===== src/hw/rtl/imfc_pkg.sv =====
// ----------------------------------------------------------------------------
// imfc_pkg
// Shared types and constants for the ICMP MTU frame classifier.
// ----------------------------------------------------------------------------
`timescale 1ns / 1ps
`default_nettype none
package imfc_pkg;

  localparam int unsigned PORT_W = 16;

  localparam logic [3:0] V_FORWARD      = 4'd0;
  localparam logic [3:0] V_RUNT         = 4'd1;
  localparam logic [3:0] V_BCAST_DST    = 4'd2;
  localparam logic [3:0] V_BAD_IHL      = 4'd3;
  localparam logic [3:0] V_BAD_PROTO    = 4'd4;
  localparam logic [3:0] V_SHORT_ICMP   = 4'd5;
  localparam logic [3:0] V_MTU_RANGE    = 4'd6;
  localparam logic [3:0] V_MTU_STRICT   = 4'd7;
  localparam logic [3:0] V_PAY_SHORT    = 4'd8;
  localparam logic [3:0] V_PAY_VERSION  = 4'd9;
  localparam logic [3:0] V_PORT_SHORT   = 4'd10;
  localparam logic [3:0] V_PORT_DENIED  = 4'd11;
  localparam logic [3:0] V_OVERSIZE     = 4'd12;

  localparam logic [1:0] REG_STRICT_MTU  = 2'd0;
  localparam logic [1:0] REG_USE_SRC_MAC = 2'd1;
  localparam logic [1:0] REG_PORT_FILTER = 2'd2;

  localparam logic REQ_BYTE  = 1'b0;
  localparam logic REQ_TABLE = 1'b1;

  typedef struct packed {
    logic              req_type;
    logic [7:0]        data_byte;
    logic              frame_end;
    logic [PORT_W-1:0] port_index;
    logic              port_allowed;
  } item_t;

  typedef struct packed {
    logic strict_mtu;
    logic use_src_mac;
    logic port_filter_enable;
  } cfg_t;

  typedef struct packed {
    logic [3:0]        verdict;
    logic              mtu_present;
    logic [31:0]       mtu_value;
    logic              addr_is_v6;
    logic [63:0]       src_key_high;
    logic [63:0]       src_key_low;
    logic              port_present;
    logic [PORT_W-1:0] l4_source_port;
    logic [47:0]       new_src_mac;
    logic [11:0]       frame_length;
  } result_t;

endpackage
`default_nettype wire


===== src/hw/rtl/imfc_parse.sv =====
// ----------------------------------------------------------------------------
// imfc_parse
// Per-byte header capture and end-of-frame verdict logic.
// ----------------------------------------------------------------------------
`timescale 1ns / 1ps
`default_nettype none
module imfc_parse #(
  parameter int unsigned MAX_FRAME = 2048
) (
  input  wire logic                        clk,
  input  wire logic                        rst,
  input  wire logic                        en,
  input  wire logic [7:0]                  data_byte,
  input  wire logic                        frame_end,
  input  wire imfc_pkg::cfg_t              cfg,
  output imfc_pkg::result_t                judge,
  output logic                             need_check,
  output logic [imfc_pkg::PORT_W-1:0]      lookup_port
);
  import imfc_pkg::*;

  localparam int unsigned POS_W = $clog2(MAX_FRAME + 1);

  logic [POS_W-1:0] pos, pos_next;
  logic             ovf, ovf_next;
  logic [47:0]      dst, dst_next, src, src_next;
  logic [15:0]      et, et_next;
  logic             vlan, vlan_next;
  logic [7:0]       vih, vih_next, proto, proto_next, pfb, pfb_next;
  logic [63:0]      sa0, sa0_next, sa1, sa1_next;
  logic [15:0]      itc, itc_next, port, port_next;
  logic [31:0]      mtu, mtu_next;

  logic [15:0] p, l3, ic, l4, len, l3j, hlj, icj, payj, l4j;
  logic [7:0]  b;
  logic        v4, v6, v4j, v6j, addr_ok, mtu_p;
  logic [31:0] mtu_j;
  logic [3:0]  verdict;

  assign b = data_byte;
  assign p = 16'(pos);

  // capture of the current byte
  always_comb begin
    pos_next   = pos;
    ovf_next   = ovf;
    dst_next   = dst;
    src_next   = src;
    et_next    = et;
    vlan_next  = vlan;
    vih_next   = vih;
    proto_next = proto;
    sa0_next   = sa0;
    sa1_next   = sa1;
    itc_next   = itc;
    mtu_next   = mtu;
    pfb_next   = pfb;
    port_next  = port;
    l3 = vlan ? 16'd18 : 16'd14;
    v4 = (et == 16'h0800) && (vih[7:4] == 4'h4);
    v6 = (et == 16'h86dd) && (vih[7:4] == 4'h6);
    ic = '0;
    if (v4) begin
      ic = ({12'd0, vih[3:0]} < 16'd5) ? 16'd0 : l3 + {10'd0, vih[3:0], 2'b00};
    end else if (v6) begin
      ic = l3 + 16'd40;
    end
    l4 = '0;
    if (pos < POS_W'(MAX_FRAME)) begin
      pos_next = pos + 1'b1;
      if (p < 16'd6) begin
        dst_next = {dst[39:0], b};
      end else if (p < 16'd12) begin
        src_next = {src[39:0], b};
      end else if (p < 16'd14) begin
        et_next = {et[7:0], b};
        if (p == 16'd13) begin
          vlan_next = ({et[7:0], b} == 16'h8100);
        end
      end else if ((p == 16'd16 || p == 16'd17) && vlan) begin
        et_next = {et[7:0], b};
      end
      if (p >= 16'd14) begin
        if (p == l3) begin
          vih_next = b;
        end
        if (p > l3) begin
          if (v4) begin
            if (p == l3 + 16'd9) proto_next = b;
            if (p >= l3 + 16'd12 && p < l3 + 16'd16) sa1_next = {32'd0, sa1[23:0], b};
          end else if (v6) begin
            if (p == l3 + 16'd6) proto_next = b;
            if (p >= l3 + 16'd8 && p < l3 + 16'd16) sa0_next = {sa0[55:0], b};
            if (p >= l3 + 16'd16 && p < l3 + 16'd24) sa1_next = {sa1[55:0], b};
          end
          if (ic != 16'd0 && p >= ic) begin
            if (p < ic + 16'd2) begin
              itc_next = {itc[7:0], b};
            end else if (p >= ic + 16'd4 && p < ic + 16'd8) begin
              mtu_next = {mtu[23:0], b};
            end
            if (p == ic + 16'd8) pfb_next = b;
            if (p >= ic + 16'd8) begin
              if (pfb_next[7:4] == 4'h4) begin
                l4 = ic + 16'd8 + {10'd0, pfb_next[3:0], 2'b00};
              end else if (pfb_next[7:4] == 4'h6) begin
                l4 = ic + 16'd48;
              end
              if (l4 != 16'd0 && (p == l4 || p == l4 + 16'd1)) begin
                port_next = {port[7:0], b};
              end
            end
          end
        end
      end
    end else begin
      ovf_next = 1'b1;
    end
  end

  // verdict on the state after this byte
  always_comb begin
    len     = 16'(pos_next);
    l3j     = vlan_next ? 16'd18 : 16'd14;
    hlj     = {10'd0, vih_next[3:0], 2'b00};
    v4j     = (et_next == 16'h0800) && (vih_next[7:4] == 4'h4);
    v6j     = (et_next == 16'h86dd) && (vih_next[7:4] == 4'h6);
    icj     = v4j ? l3j + hlj : l3j + 16'd40;
    payj    = icj + 16'd8;
    l4j     = '0;
    addr_ok = 1'b0;
    mtu_p   = 1'b0;
    mtu_j   = '0;
    verdict = V_FORWARD;
    judge   = '0;
    need_check = 1'b0;
    judge.frame_length = len[11:0];
    if (ovf_next) begin
      verdict = V_OVERSIZE;
    end else if (len < 16'd50) begin
      verdict = V_RUNT;
    end else if (dst_next == 48'hffff_ffff_ffff) begin
      verdict = V_BCAST_DST;
    end else if (v4j && hlj < 16'd20) begin
      verdict = V_BAD_IHL;
    end else begin
      if (v4j) addr_ok = (proto_next == 8'd1) && (len >= l3j + 16'd56);
      if (v6j) addr_ok = (proto_next == 8'd58) && (len >= l3j + 16'd80);
      if (!addr_ok) begin
        verdict = V_BAD_PROTO;
      end else begin
        judge.addr_is_v6   = v6j;
        judge.src_key_high = v6j ? sa0_next : 64'd0;
        judge.src_key_low  = sa1_next;
        if (len < payj) begin
          verdict = V_SHORT_ICMP;
        end else begin
          if (v4j && itc_next == 16'h0304) begin
            mtu_p = 1'b1;
            mtu_j = {16'd0, mtu_next[15:0]};
          end
          if (v6j && itc_next == 16'h0200) begin
            mtu_p = 1'b1;
            mtu_j = mtu_next;
          end
          judge.mtu_present = mtu_p;
          judge.mtu_value   = mtu_j;
          if (mtu_p && (mtu_j < 32'd68 || mtu_j > 32'd16384)) begin
            verdict = V_MTU_RANGE;
          end else if (mtu_p && cfg.strict_mtu && (mtu_j < 32'd576 || mtu_j >= 32'd1500)) begin
            verdict = V_MTU_STRICT;
          end else if (cfg.port_filter_enable) begin
            if (pfb_next[7:4] == 4'h4) begin
              l4j = payj + {10'd0, pfb_next[3:0], 2'b00};
            end else if (pfb_next[7:4] == 4'h6) begin
              l4j = payj + 16'd40;
            end
            if (len < payj + 16'd1) begin
              verdict = V_PAY_SHORT;
            end else if (l4j == 16'd0) begin
              verdict = V_PAY_VERSION;
            end else if (len < l4j + 16'd2) begin
              verdict = V_PORT_SHORT;
            end else begin
              judge.port_present   = 1'b1;
              judge.l4_source_port = port_next;
              need_check           = 1'b1;
            end
          end
        end
      end
    end
    judge.verdict = verdict;
    if (verdict == V_FORWARD) begin
      judge.new_src_mac = cfg.use_src_mac ? src_next : dst_next;
    end
  end

  assign lookup_port = port_next;

  always_ff @(posedge clk) begin
    if (rst || (en && frame_end)) begin
      pos   <= '0;
      ovf   <= 1'b0;
      dst   <= '0;
      src   <= '0;
      et    <= '0;
      vlan  <= 1'b0;
      vih   <= '0;
      proto <= '0;
      sa0   <= '0;
      sa1   <= '0;
      itc   <= '0;
      mtu   <= '0;
      pfb   <= '0;
      port  <= '0;
    end else if (en) begin
      pos   <= pos_next;
      ovf   <= ovf_next;
      dst   <= dst_next;
      src   <= src_next;
      et    <= et_next;
      vlan  <= vlan_next;
      vih   <= vih_next;
      proto <= proto_next;
      sa0   <= sa0_next;
      sa1   <= sa1_next;
      itc   <= itc_next;
      mtu   <= mtu_next;
      pfb   <= pfb_next;
      port  <= port_next;
    end
  end
endmodule
`default_nettype wire


===== config.mk =====
export PLATFORM = sky130hd
export DESIGN_NAME = imfc_parse
export DESIGN_NICKNAME = d
export VERILOG_FILES = /design/src/hw/rtl/imfc_pkg.sv /design/src/hw/rtl/imfc_parse.sv
export SDC_FILE = /design/constraint.sdc
export NUM_CORES = 1
export LEC_CHECK = 0
export ABC_AREA = 1
export BUFFER_PORTS_ARGS = -buffer_cell sky130_fd_sc_hd__buf_4
export CELL_PAD_IN_SITES_DETAIL_PLACEMENT = 1
export CELL_PAD_IN_SITES_GLOBAL_PLACEMENT = 1
export CORE_UTILIZATION = 30
export CTS_CLUSTER_DIAMETER = 100
export DETAILED_ROUTE_END_ITERATION = 8
export GPL_ROUTABILITY_DRIVEN = 1
export MAX_ROUTING_LAYER = met4
export PLACE_DENSITY_LB_ADDON = 0.1
export SLEW_MARGIN = 30
export SYNTH_ARGS = -nofsm -noshare
export SYNTH_HDL_FRONTEND = slang
export SYNTH_SLANG_ARGS = --single-unit

===== constraint.sdc =====
create_clock -name clk -period 18.79 [get_ports clk]
set_input_delay 0.9395 -clock clk [delete_from_list [all_inputs] [get_ports clk]]
set_output_delay 0.9395 -clock clk [all_outputs]
set_load 0.01 [all_outputs]

# Yosys cells after proc, flatten, opt, wreduce, memory -nomap -nowiden
# Cells that the tools add are included.
# Widths: inputs -> output; s select.
# word_totals
inputBits,15
regBits,342
# op_classes
n_eq_ne,27
muxes,152
add_sub_neg,24
reduce_logical,29
magnitude_cmp,28
# ops
op,count
$mux 64,14
$mux 179,5
$mux 16,33
$mux 32,13
$mux 48,7
$mux 8,19
$mux 17,7
$lt 12x16->1,4
$eq 12x16->1,3
$eq 16x16->1 const B,3
$eq 48x48->1 const B,1
$ge 12x16->1,3
$mux 4,12
$ge 12x6->1,3
$mux 33,1
$add 16x2->16 const B,2
$eq 16x10->1 const B,2
$eq 16x12->1 const B,2
$eq 4x3->1 const B,8
$ge 32x11->1 const B,1
$gt 32x15->1 const B,1
$lt 32x10->1 const B,1
$lt 32x7->1 const B,1
$mux 1,32
44 further kinds,82

# Logic depth before layout (Yosys ltp)
# Gate-level depths: netlist of run 1.
# depth
word_depth,49
mapped_depth,47
ltp_nobuf,44

# Worst setup path before layout of run 1
# OpenSTA, ideal clock, no wires.
# synth_timing
path_kind,register to output
start,reg vlan
end,out judge[39] (netlist name)
path_buffers,3
path_stages_with_launch,43
arrival_ps,6759
setup_slack_ps,11092
path_cell_list,dfxtp_1 > inv_1 > ha_1 > fa_1 > nor2_1 > nor2_1 > a21oi_1 > inv_1 > ha_1 > nand2_1 > xor2_1 > inv_1 > ha_1 > nand4_1 > inv_1 > nand3_1 > clkbuf_1 > o21ai_0 > [... 7 more ...] > nand2_1 > nor2_1 > xnor2_1 > ha_1 > nand2_1 > o21ai_0 > nor2_1 > o21ai_0 > nand2_1 > nor2_1 > nor2_1 > nand4_1 > nand3_1 > nor2_2 > nand2_2 > buf_6 > buf_12 > nor2_4
# synth_lines
item,line,rtl
from (decl),imfc_parse.sv:28,"logic vlan, vlan_next;"
from (signal assigned),imfc_parse.sv:223,vlan <= vlan_next;
to (decl),imfc_parse.sv:16,"output imfc_pkg::result_t judge,"

==> metrics, run 1 <==
final hold violation count=0; Register-to-Register Path Depth=31; unrepaired setup endpoints after global routing=no; placeable core region=77340 um2; Tcrit/Tclk final=54.64%; maximum vdd ir drop=~0.057 mV; clk root buf=clkbuf_16; Finished Cell Area=~28000 um2; worst skew pair latency=roughly 0.61 ns; GR peak layer=met2; Slowest cell on crit path=o21ai_0; Worst setup SP type=flop; Req. time, crit path=17.85 ns; fin. max-slew vios=0; total number of vias=roughly 24000; Hold Slack=0.4790 ns; count of cell types in the netlist=58; clk buf depth=3; Die ar.=79270 um2; CTS sink cnt=342; Synth Flop Type=dfxtp_1; fin nets=roughly 3900; deepest level of the CTS H-tree=2; EDFF count, synth=0; All-Layer GR Usage=approximately 22%; CTS Buf Count=47; met3 Usage GRT=2.942%; Placed Area=26250 um2; Final min period=10.27 ns; Layout area overhead=18.81%; met2 usage=35.37%; Syn Inst Count=around 3700; 1st-iter DRT viols=1191; initial core utilization=30.31%; Synth Area per Inst=6.357 um2; pin count of the biggest net entering global routing=192; post-synthesis sequential area ratio=slightly below 30%; TritonRoute pass-1 iters=5; max-capacitance violation count=0; skew final=0.03461 ns; Hold Buf Count CTS=0; total congestion overflow=0; relative max-transition margin=37.00%; TritonCTS clock tree=yes; GR Layer Usage met1=29.57%; Fin Setup TNS=0 ns; Critical Path Sink=judge[27]; vias in the first global route=23120; Min-Delay Path Class=flop to flop; Routed Antenna Nets=0; Buffers on Ports=~270; final core occ=a little over a third; Max Fanout on Critical Path=48; CP Launch Point=vlan; die height=281.6 um; kind of critical path=flop to output pin; Synth warnings=0; final setup fails=0; flops & latches, synth=roughly 340; Post-CTS Setup Bufs=0; global-route wire length before repair=around 140 mm; Clock Pin Slew Worst Setup and Hold Paths=0.06 ns; # rows=102; dpl cells=about 4800; CP max stage delay=approximately 0.51 ns; Arr. time, crit path=9.33 ns; initial antenna violation count=5; fmax=97.40 MHz; Lkg Pwr=14.25 nW; num ports=between 200 and 300; post-synthesis cell area=23440 um2; WL/cell=17.86 um; Cell Count, Final, Fillers Out=about 4900; Least-Margin Pin Slew=between 0.9 and 1 ns; vias per inst=4.864; post-CTS resize count=0; Post-route DRC=0; setup slack, reg-to-reg=11.63 ns; reg2reg start=vlan; Mapped Nets=3788; P per Cell Area=~76 nW/um2; FFs w/ async S/R, synth=0%; outcome=finished clean; layout cells sized above 1=a little over an eighth; Die Span X=281.6 um; FF-to-FF End=port[5]; CP Capture Type=output pin; Fill cells=10010; RePlAce Congestion=about 0.9; critical path's most frequent cell=nor2_1; Detailed Place HPWL=62.84 mm; Post-Route WL=87.89 mm
-- where the power goes --
group | leakage (nW) | internal (mW) | switching [mW]
registers | 2.81 | 0.766 | 0.0266
clock network | 0.771 | 0.529 | 0.380
logic | 10.7 | 0.119 | 0.300
-- per-layer routing --
layer,wire length (um),vias to the layer above
li1,-,12180
met1,42490,11300
met2,39530,349
met3,3251,116
met4,2623,0
met5,0,-
-- registers in the layout (all words and copies together) (netlist names) --
signal / flops
dst: 48
et: 16
itc: 16
mtu: 32
ovf: 1
pfb: 8
port: 16
pos: 12
proto: 8
sa0: 64
sa1: 64
src: 48
vih: 8
vlan: 1
-- critical path: cells and delay by family, from the launching register on --
| family | cells | cell delay [ns] |
|---|---|---|
| adders and majority gates | 6 | 1.86 |
| DFF | 1 | 0.46 |
| buffers and inverters | 5 | 0.77 |
| and+or+nand+nor | 23 | 3.66 |
| xor gates and xnor gates | 2 | 0.40 |
| AOI/OAI and AO/OA | 5 | 1.52 |
-- cell usage in the layout, fill, tap and decap left out, types with 4 or more instances in the layout --
cell       count
nor2_4        31
xnor2_1        9
nand3_4        5
nor2_1       423
inv_1        675
nand3_1       73
clkbuf_16     47
nand4_1       57
nor2_2        14
a211oi_1       7
clkinv_1       5
and2_1        18
buf_4        305
nand2_4        6
o211ai_1     102
clkbuf_1       7
nor4_1        17
o21a_1        16
fa_1           4
nand2_1      569
clkbuf_8      13
clkinv_2      10
ha_1          81
a21oi_1      298
o21ai_1       30
nor3_1        19
mux2i_1       82
dfxtp_1      342
nand2_2       18
xor2_1        14
inv_2         12
o21ai_0      497
o21ai_2       10
nand3_2        8
-- layout make-up --
class                           count  area (um2)  share of cell area, %
Clock buffer                       67        1381                  4.959
Inverter                          694        2623                  9.415
Sequential cell                   342        6847                  24.58
Clock inverter                     20       181.4                 0.6513
Timing Repair Buffer              310        2366                  8.494
Antenna cell                        2       5.005                0.01797
Multi-Input combinational cell   2446       13150                  47.21
Tap cell                         1040        1301                  4.671
-- logic make-up (layout without fill, tap and decap cells) --
family | after synthesis | in the layout | synth area share, %
simple gates | 1276 | 1276 | 24.21
other cells | 1 | 3 | 0.01599
buf+inv | 900 | 1091 | 14.89
fa+ha+maj | 85 | 85 | 4.664
flops | 342 | 342 | 29.20
xor+xnor | 23 | 23 | 0.8592
compound gates | 979 | 979 | 22.65
mux | 82 | 82 | 3.501
-- worst min-delay path by stage --
stage / startpoint / end / slack, ns / depth (start not counted)
floorplan: sa0[56] / sa0[56] / 0.45 / 2
global placement: dst[5] / dst[5] / 0.46 / 2
detailed placement: dst[46] / dst[46] / 0.47 / 2
CTS: dst[46] / dst[46] / 0.49 / 2
global route: dst[4] / dst[4] / 0.51 / 2
finish: dst[46] / dst[46] / 0.48 / 2
-- per-stage QoR --
stage | setup WS, ns | power (mW)
final | 8.523 | 2.121
after global routing | 7.513 | 2.238
after CTS | 8.375 | 2.158
after detailed placement | 9.034 | 1.230
after global placement | 9.415 | 1.228
after floorplan | 11.09 | 1.090
-- Yosys cell counts (17+ instances only) --
master	instances	area [um2]
nor2_1	425	1595
clkbuf_1	166	623.1
o211ai_1	102	765.7
nor4_1	17	106.4
o21ai_0	497	2487
ha_1	81	1013
a21oi_1	298	1491
nor3_1	20	100.1
inv_1	676	2537
nand4_1	57	356.6
nand3_1	76	380.4
and2_1	18	112.6
nand2_1	570	2140
nand2_2	18	112.6
o21ai_1	30	150.1
nor2_4	30	337.8
dfxtp_1	342	6847
mux2i_1	82	820.8
buf_1	19	71.32
Power figures use the tool's default switching activity.
==> run 2: changes to the inputs <==
ABC_AREA = 0   (was 1)
clock period = 8.85 ns   (was 18.79 ns; I/O delays follow)
==> run 2 against run 1 <==
  * Combinational power decreased by 59%
  * First-iteration DRC count increased by 5.7%
  * Synthesized cell count decreased by 19%
  * Largest power group unchanged
  * Critical endpoint is now judge[32]
  * Largest cell class unchanged
  * Area after synthesis decreased by 9.0%
==> metrics, run 2 <==
skew final=0.01962 ns; total congestion overflow=0; Arr. time, crit path=8.16 ns; CP max stage delay=0.43 ns; setup slack, reg-to-reg=1.38 ns; num ports=275; final setup fails=0; Min-Delay Path Class=primary input to flop; P per Cell Area=139.0 nW/um2; top cells by area, synth=dfxtp_1, nand2_1, a21oi_1; fmax=116.3 MHz; Synth Area per Inst=7.154 um2; Max Fanout on Critical Path=24; Post-Route WL=89.38 mm; Clock Pin Slew Worst Setup and Hold Paths=0.06 ns; buffers and inverters on the worst path=9; Die ar.=72200 um2; maximum vdd ir drop=0.1215 mV; Routed Antenna Nets=0; fin nets=3255; initial core utilization=30.42%; Register Area=6848 um2; Syn Inst Count=2983; Final min period=8.602 ns; CTS sink cnt=342; TritonRoute pass-1 iters=5; vias per inst=5.356; TritonCTS clock tree=yes; Detailed Place HPWL=approximately 62 mm; Multi-input gate area=13590 um2; Total Power=3.615 mW; deepest level of the CTS H-tree=2; clk root buf=clkbuf_16; relative max-transition margin=34.17%; Lkg Pwr=9.683 nW; commonest non-fill, non-tap cells in the layout=nand2_1, a21oi_1, buf_4; top flop regs=sa0 (64), sa1 (64); worst skew pair latency=0.60 ns; Critical Path Sink=judge[32]; GR peak layer=met2; Fill cells=8740; initial antenna violation count=0; Fin Setup TNS=0 ns; max-capacitance violation count=0; outcome=finished clean; flops & latches, synth=approximately 340; Min-Delay Startpoint=data_byte[4]; Slowest cell on crit path=fa_1; vias in the first global route=22390; 1st-iter DRT viols=1259; FFs w/ async S/R, synth=0%; Mapped Nets=3083; CP Launch Point=vlan; EDFF count, synth=0; post-synthesis sequential area ratio=32.08%; Synth warnings=0; CP top delay family=compound AO/OA/AOI/OAI gates; Cell Count, Final, Fillers Out=about 4100; die height=268.7 um; placeable core region=70150 um2; pin count of the biggest net entering global routing=86; Req. time, crit path=8.41 ns; dpl cells=4034; Buffers on Ports=between 200 and 300; global-route wire length before repair=136.3 mm; final core occ=37.06%; Post-route DRC=0; Layout area overhead=21.84%; CTS Buf Count=45; top-count cell post-synth=nand2_1; final hold violation count=0; GR Layer Usage met1=33.09%; FF-to-FF End=port[12]; Synth top area share=32.08%; Worst path depth=38; All-Layer GR Usage=24.84%; Hold Buf Count CTS=0; fin. max-slew vios=0; met2 usage=slightly below 40%; CP Capture Type=output pin; Register-to-Register Path Depth=29; Synth Flop Type=dfxtp_1; critical path's most frequent cell=ha_1; total number of vias=22110; Least-Margin Pin Slew=0.9874 ns; # rows=97; reg2reg start=vlan; Tcrit/Tclk final=97.20%; clk buf depth=3; ANT cells=0; Die Span X=268.7 um; WL/cell=21.65 um; layout cells sized above 1=17.66%; kind of critical path=flop to output pin; count of cell types in the netlist=99; RePlAce Congestion=0.9052; Synth area leader=dfxtp_1; commonest non-fill, non-tap cell in the layout=nand2_1; met3 Usage GRT=3.653%; post-synthesis cell area=21340 um2; Synth top cells by count=nand2_1, a21oi_1, dfxtp_1; Worst setup SP type=flop
[run 2: layout make-up]
class	instances	share of cell area, %
multi-input combinational	2363	52.29
sequential	342	26.34
timing repair buffer	352	10.31
clock buffer	62	4.923
tap	940	4.524
clock inverter	18	0.8663
inverter	51	0.7508
[run 2: layer usage]
layer | share of wire (%) | routed length, um
met5 | 0 | 0
met4 | 2.0 | 1799
met3 | 3.8 | 3406
met2 | 46 | 41150
met1 | 48 | 43030
[run 2: how the worst min path moves through the flow]
stage,to,depth (start not counted)
final,itc[4],3
after detailed placement,src[47],2
after global placement,sa0[56],2
after global routing,itc[4],3
after floorplan,sa0[56],2
after CTS,sa1[4],3
[run 2: per-stage QoR]
step	setup slack, ns	hold slack [ns]	area (um2)
floorplan	1.224	0.4321	21340
global placement	0.7406	0.4385	24260
detailed placement	0.4541	0.4506	24260
CTS	0.04765	0.2592	25790
global route	-0.03415	0.3001	26000
finish	0.2480	0.2837	26000
[run 2: logic make-up after synthesis]
group                    synth area share [%]
flip-flops                              32.08
AND/OR/NAND/NOR                         28.94
multiplexers                            7.945
adder cells (fa/ha/maj)                 5.125
other                                 0.01757
buffers and inverters                   5.101
AO/OA/AOI/OAI                           18.83
XOR/XNOR                                1.953
[run 2: worst reg2reg max path: cells and delay by family (launching register included)]
family / cells / cell delay [ns]
AO/OA/AOI/OAI: 8 / 2.04
AND/OR/NAND/NOR: 7 / 1.49
adder cells (fa/ha/maj): 5 / 1.47
buffers and inverters: 5 / 0.95
multiplexers: 2 / 0.63
flip-flops: 1 / 0.41
XOR/XNOR: 2 / 0.33
[run 2: report_power, final]
group	internal [mW]	switching, mW	total, mW
registers	1.54	0.00833	1.55
logic	0.0417	0.132	0.173
clock network	1.11	0.783	1.89
total	2.69	0.923	3.62
[run 2: repair_timing]
action | 4_1_cts | 5_1_grt
pin swaps | 0 | 5
setup endpoints to repair | 48 | 84
cloned | 0 | 1
resized for setup | 3 | 17
buffers inserted | 2 | 11
==> run 3: changes to the inputs <==
REMOVE_ABC_BUFFERS = 1   (was unset)
==> run 3 against run 2 <==
  * Via count is 0.66% lower
  * Sequential share of layout area up 0.066 points
  * Clock-buffer cell count is 4 higher
  * Fmax grew 1.7%
  * Register-to-register slack improved by 0.47 ns
  * Final cell count about the same
  * Die area unchanged
  * Clock power fell by 3%
  * Global-route usage down 0.86 points
  * Power decreased by 1.7%
  * Utilization decreased by 0.093 points
  * First-iteration DRC count is 4.2% lower
  * Critical path type unchanged
  * Largest cell class unchanged
  * Highest routed layer unchanged
==> metrics, run 3 (synthesized netlist as in run 2, its figures left out) <==
outcome=finished clean; Fill cells=8673; All-Layer GR Usage=23.97%; reg2reg start=vlan; TritonRoute pass-1 iters=7; dpl cells=4035; global-route wire length before repair=roughly 130 mm; CTS Buf Count=44; P per Cell Area=roughly 140 nW/um2; clk buf depth=3; Register-to-Register Path Depth=29; CP max stage delay=0.46 ns; Final min period=~8.5 ns; Lkg Pwr=between 9 and 10 nW; Max Fanout on Critical Path=12; Post-Route WL=86.37 mm; initial antenna violation count=1; setup slack, reg-to-reg=1.85 ns; commonest non-fill, non-tap cells in the layout=nand2_1, a21oi_1, buf_4; commonest non-fill, non-tap cell in the layout=nand2_1; fmax=118.2 MHz; 1st-iter DRT viols=1206; top flop regs=sa0 (64), sa1 (64); clk root buf=clkbuf_16; vias per inst=5.324; CTS sink cnt=342; Die Span X=268.7 um; Min-Delay Path Class=primary input to flop; WL/cell=20.93 um; final setup fails=0; FF-to-FF End=port[5]; initial core utilization=30.42%; ANT cells=0; CP Capture Type=output pin; Finished Cell Area=25930 um2; Worst setup SP type=flop; Min-Delay Startpoint=en; Least-Margin Pin Slew=a little under 1 ns; fin. max-slew vios=0; skew final=around 0.023 ns; Hold EP=pos[9]; total congestion overflow=0; relative max-transition margin=a little over a third; die height=268.7 um; layout cells sized above 1=17.36%; Req. time, crit path=roughly 8.4 ns; Clock Pin Slew Worst Setup and Hold Paths=0.06 ns; total number of vias=21970; Arr. time, crit path=8.02 ns; worst skew pair latency=0.59 ns; fin nets=3254; hold depth=4; vias in the first global route=~22000; pin count of the biggest net entering global routing=90; deepest level of the CTS H-tree=2; Die ar.=72200 um2; placeable core region=approximately 70000 um2; Total Power=around 3.6 mW; final hold violation count=0; max-capacitance violation count=0; kind of critical path=flop to output pin; TritonCTS clock tree=yes; # rows=97; Buffers on Ports=274; RePlAce Congestion=around 0.9; Tcrit/Tclk final=95.58%; Post-route DRC=0; critical path's most frequent cell=inv_1; num ports=275; maximum vdd ir drop=about 0.12 mV; Slowest cell on crit path=fa_1; Placed Area=24260 um2; Layout area overhead=21.53%; Detailed Place HPWL=59.39 mm; Cell Count, Final, Fillers Out=4126; Routed Antenna Nets=0
## run 3: stage by stage
step	TNS, ns	worst slack [ns]	utilization (%)	hold WS [ns]
after floorplan	-69.88	-0.8353	-	0.4321
after global placement	0	0.6586	34.57	0.4384
after detailed placement	0	0.3924	34.59	0.4453
after CTS	0	0.02397	36.67	0.2341
after global routing	-1.142	-0.04890	36.97	0.2799
final	0	0.3916	36.97	0.2576
## run 3: worst max path at each step
stage,startpoint,to
finish,vlan,judge[12]
CTS,vlan,judge[48]
floorplan,pos[4],sa0[0]
global route,vlan,judge[31]
detailed placement,vlan,judge[48]
global placement,vlan,judge[32]
## run 3: per-layer routing
layer,vias up,global-route usage (%),share of wire (%)
met3,109,3.151,3.9
li1,10630,-,-
met2,352,39.31,48
met1,10880,31.03,46
met5,-,-,0
met4,0,5.928,2.2
## run 3: repair_timing
| item | CTS | global route |
|---|---|---|
| cloned | 0 | 1 |
| endpoints found under the setup margin | 49 | 86 |
| hold buffers | 0 | 0 |
| resized for setup | 2 | 22 |
| pin swaps | 0 | 10 |
| buffers inserted | 0 | 12 |
## run 3: critical path: cells and delay by family, from the launching register on
family / cells / cell delay, ns
XOR/XNOR: 1 / 0.21
AO/OA/AOI/OAI: 12 / 3.14
adder cells (fa/ha/maj): 5 / 1.39
buffers and inverters: 8 / 1.09
AND/OR/NAND/NOR: 5 / 0.59
multiplexers: 2 / 0.63
flip-flops: 1 / 0.38
## run 3: final cells by class
type	count	area, um2	share of cell area, %
Clock buffer	66	1295	4.993
Clock inverter	12	152.6	0.5886
Inverter	51	191.4	0.7382
Multi-Input combinational cell	2363	13610	52.49
Sequential cell	342	6848	26.41
Tap cell	940	1176	4.535
Timing Repair Buffer	352	2659	10.25
## run 3: where the power goes
group	leakage [nW]	internal [mW]	switching, mW	total, mW
Combinational	6.19	0.0424	0.129	0.171
Sequential	2.76	1.54	0.00700	1.55
Clock	0.708	1.07	0.760	1.83
Total	9.65	2.66	0.896	3.55
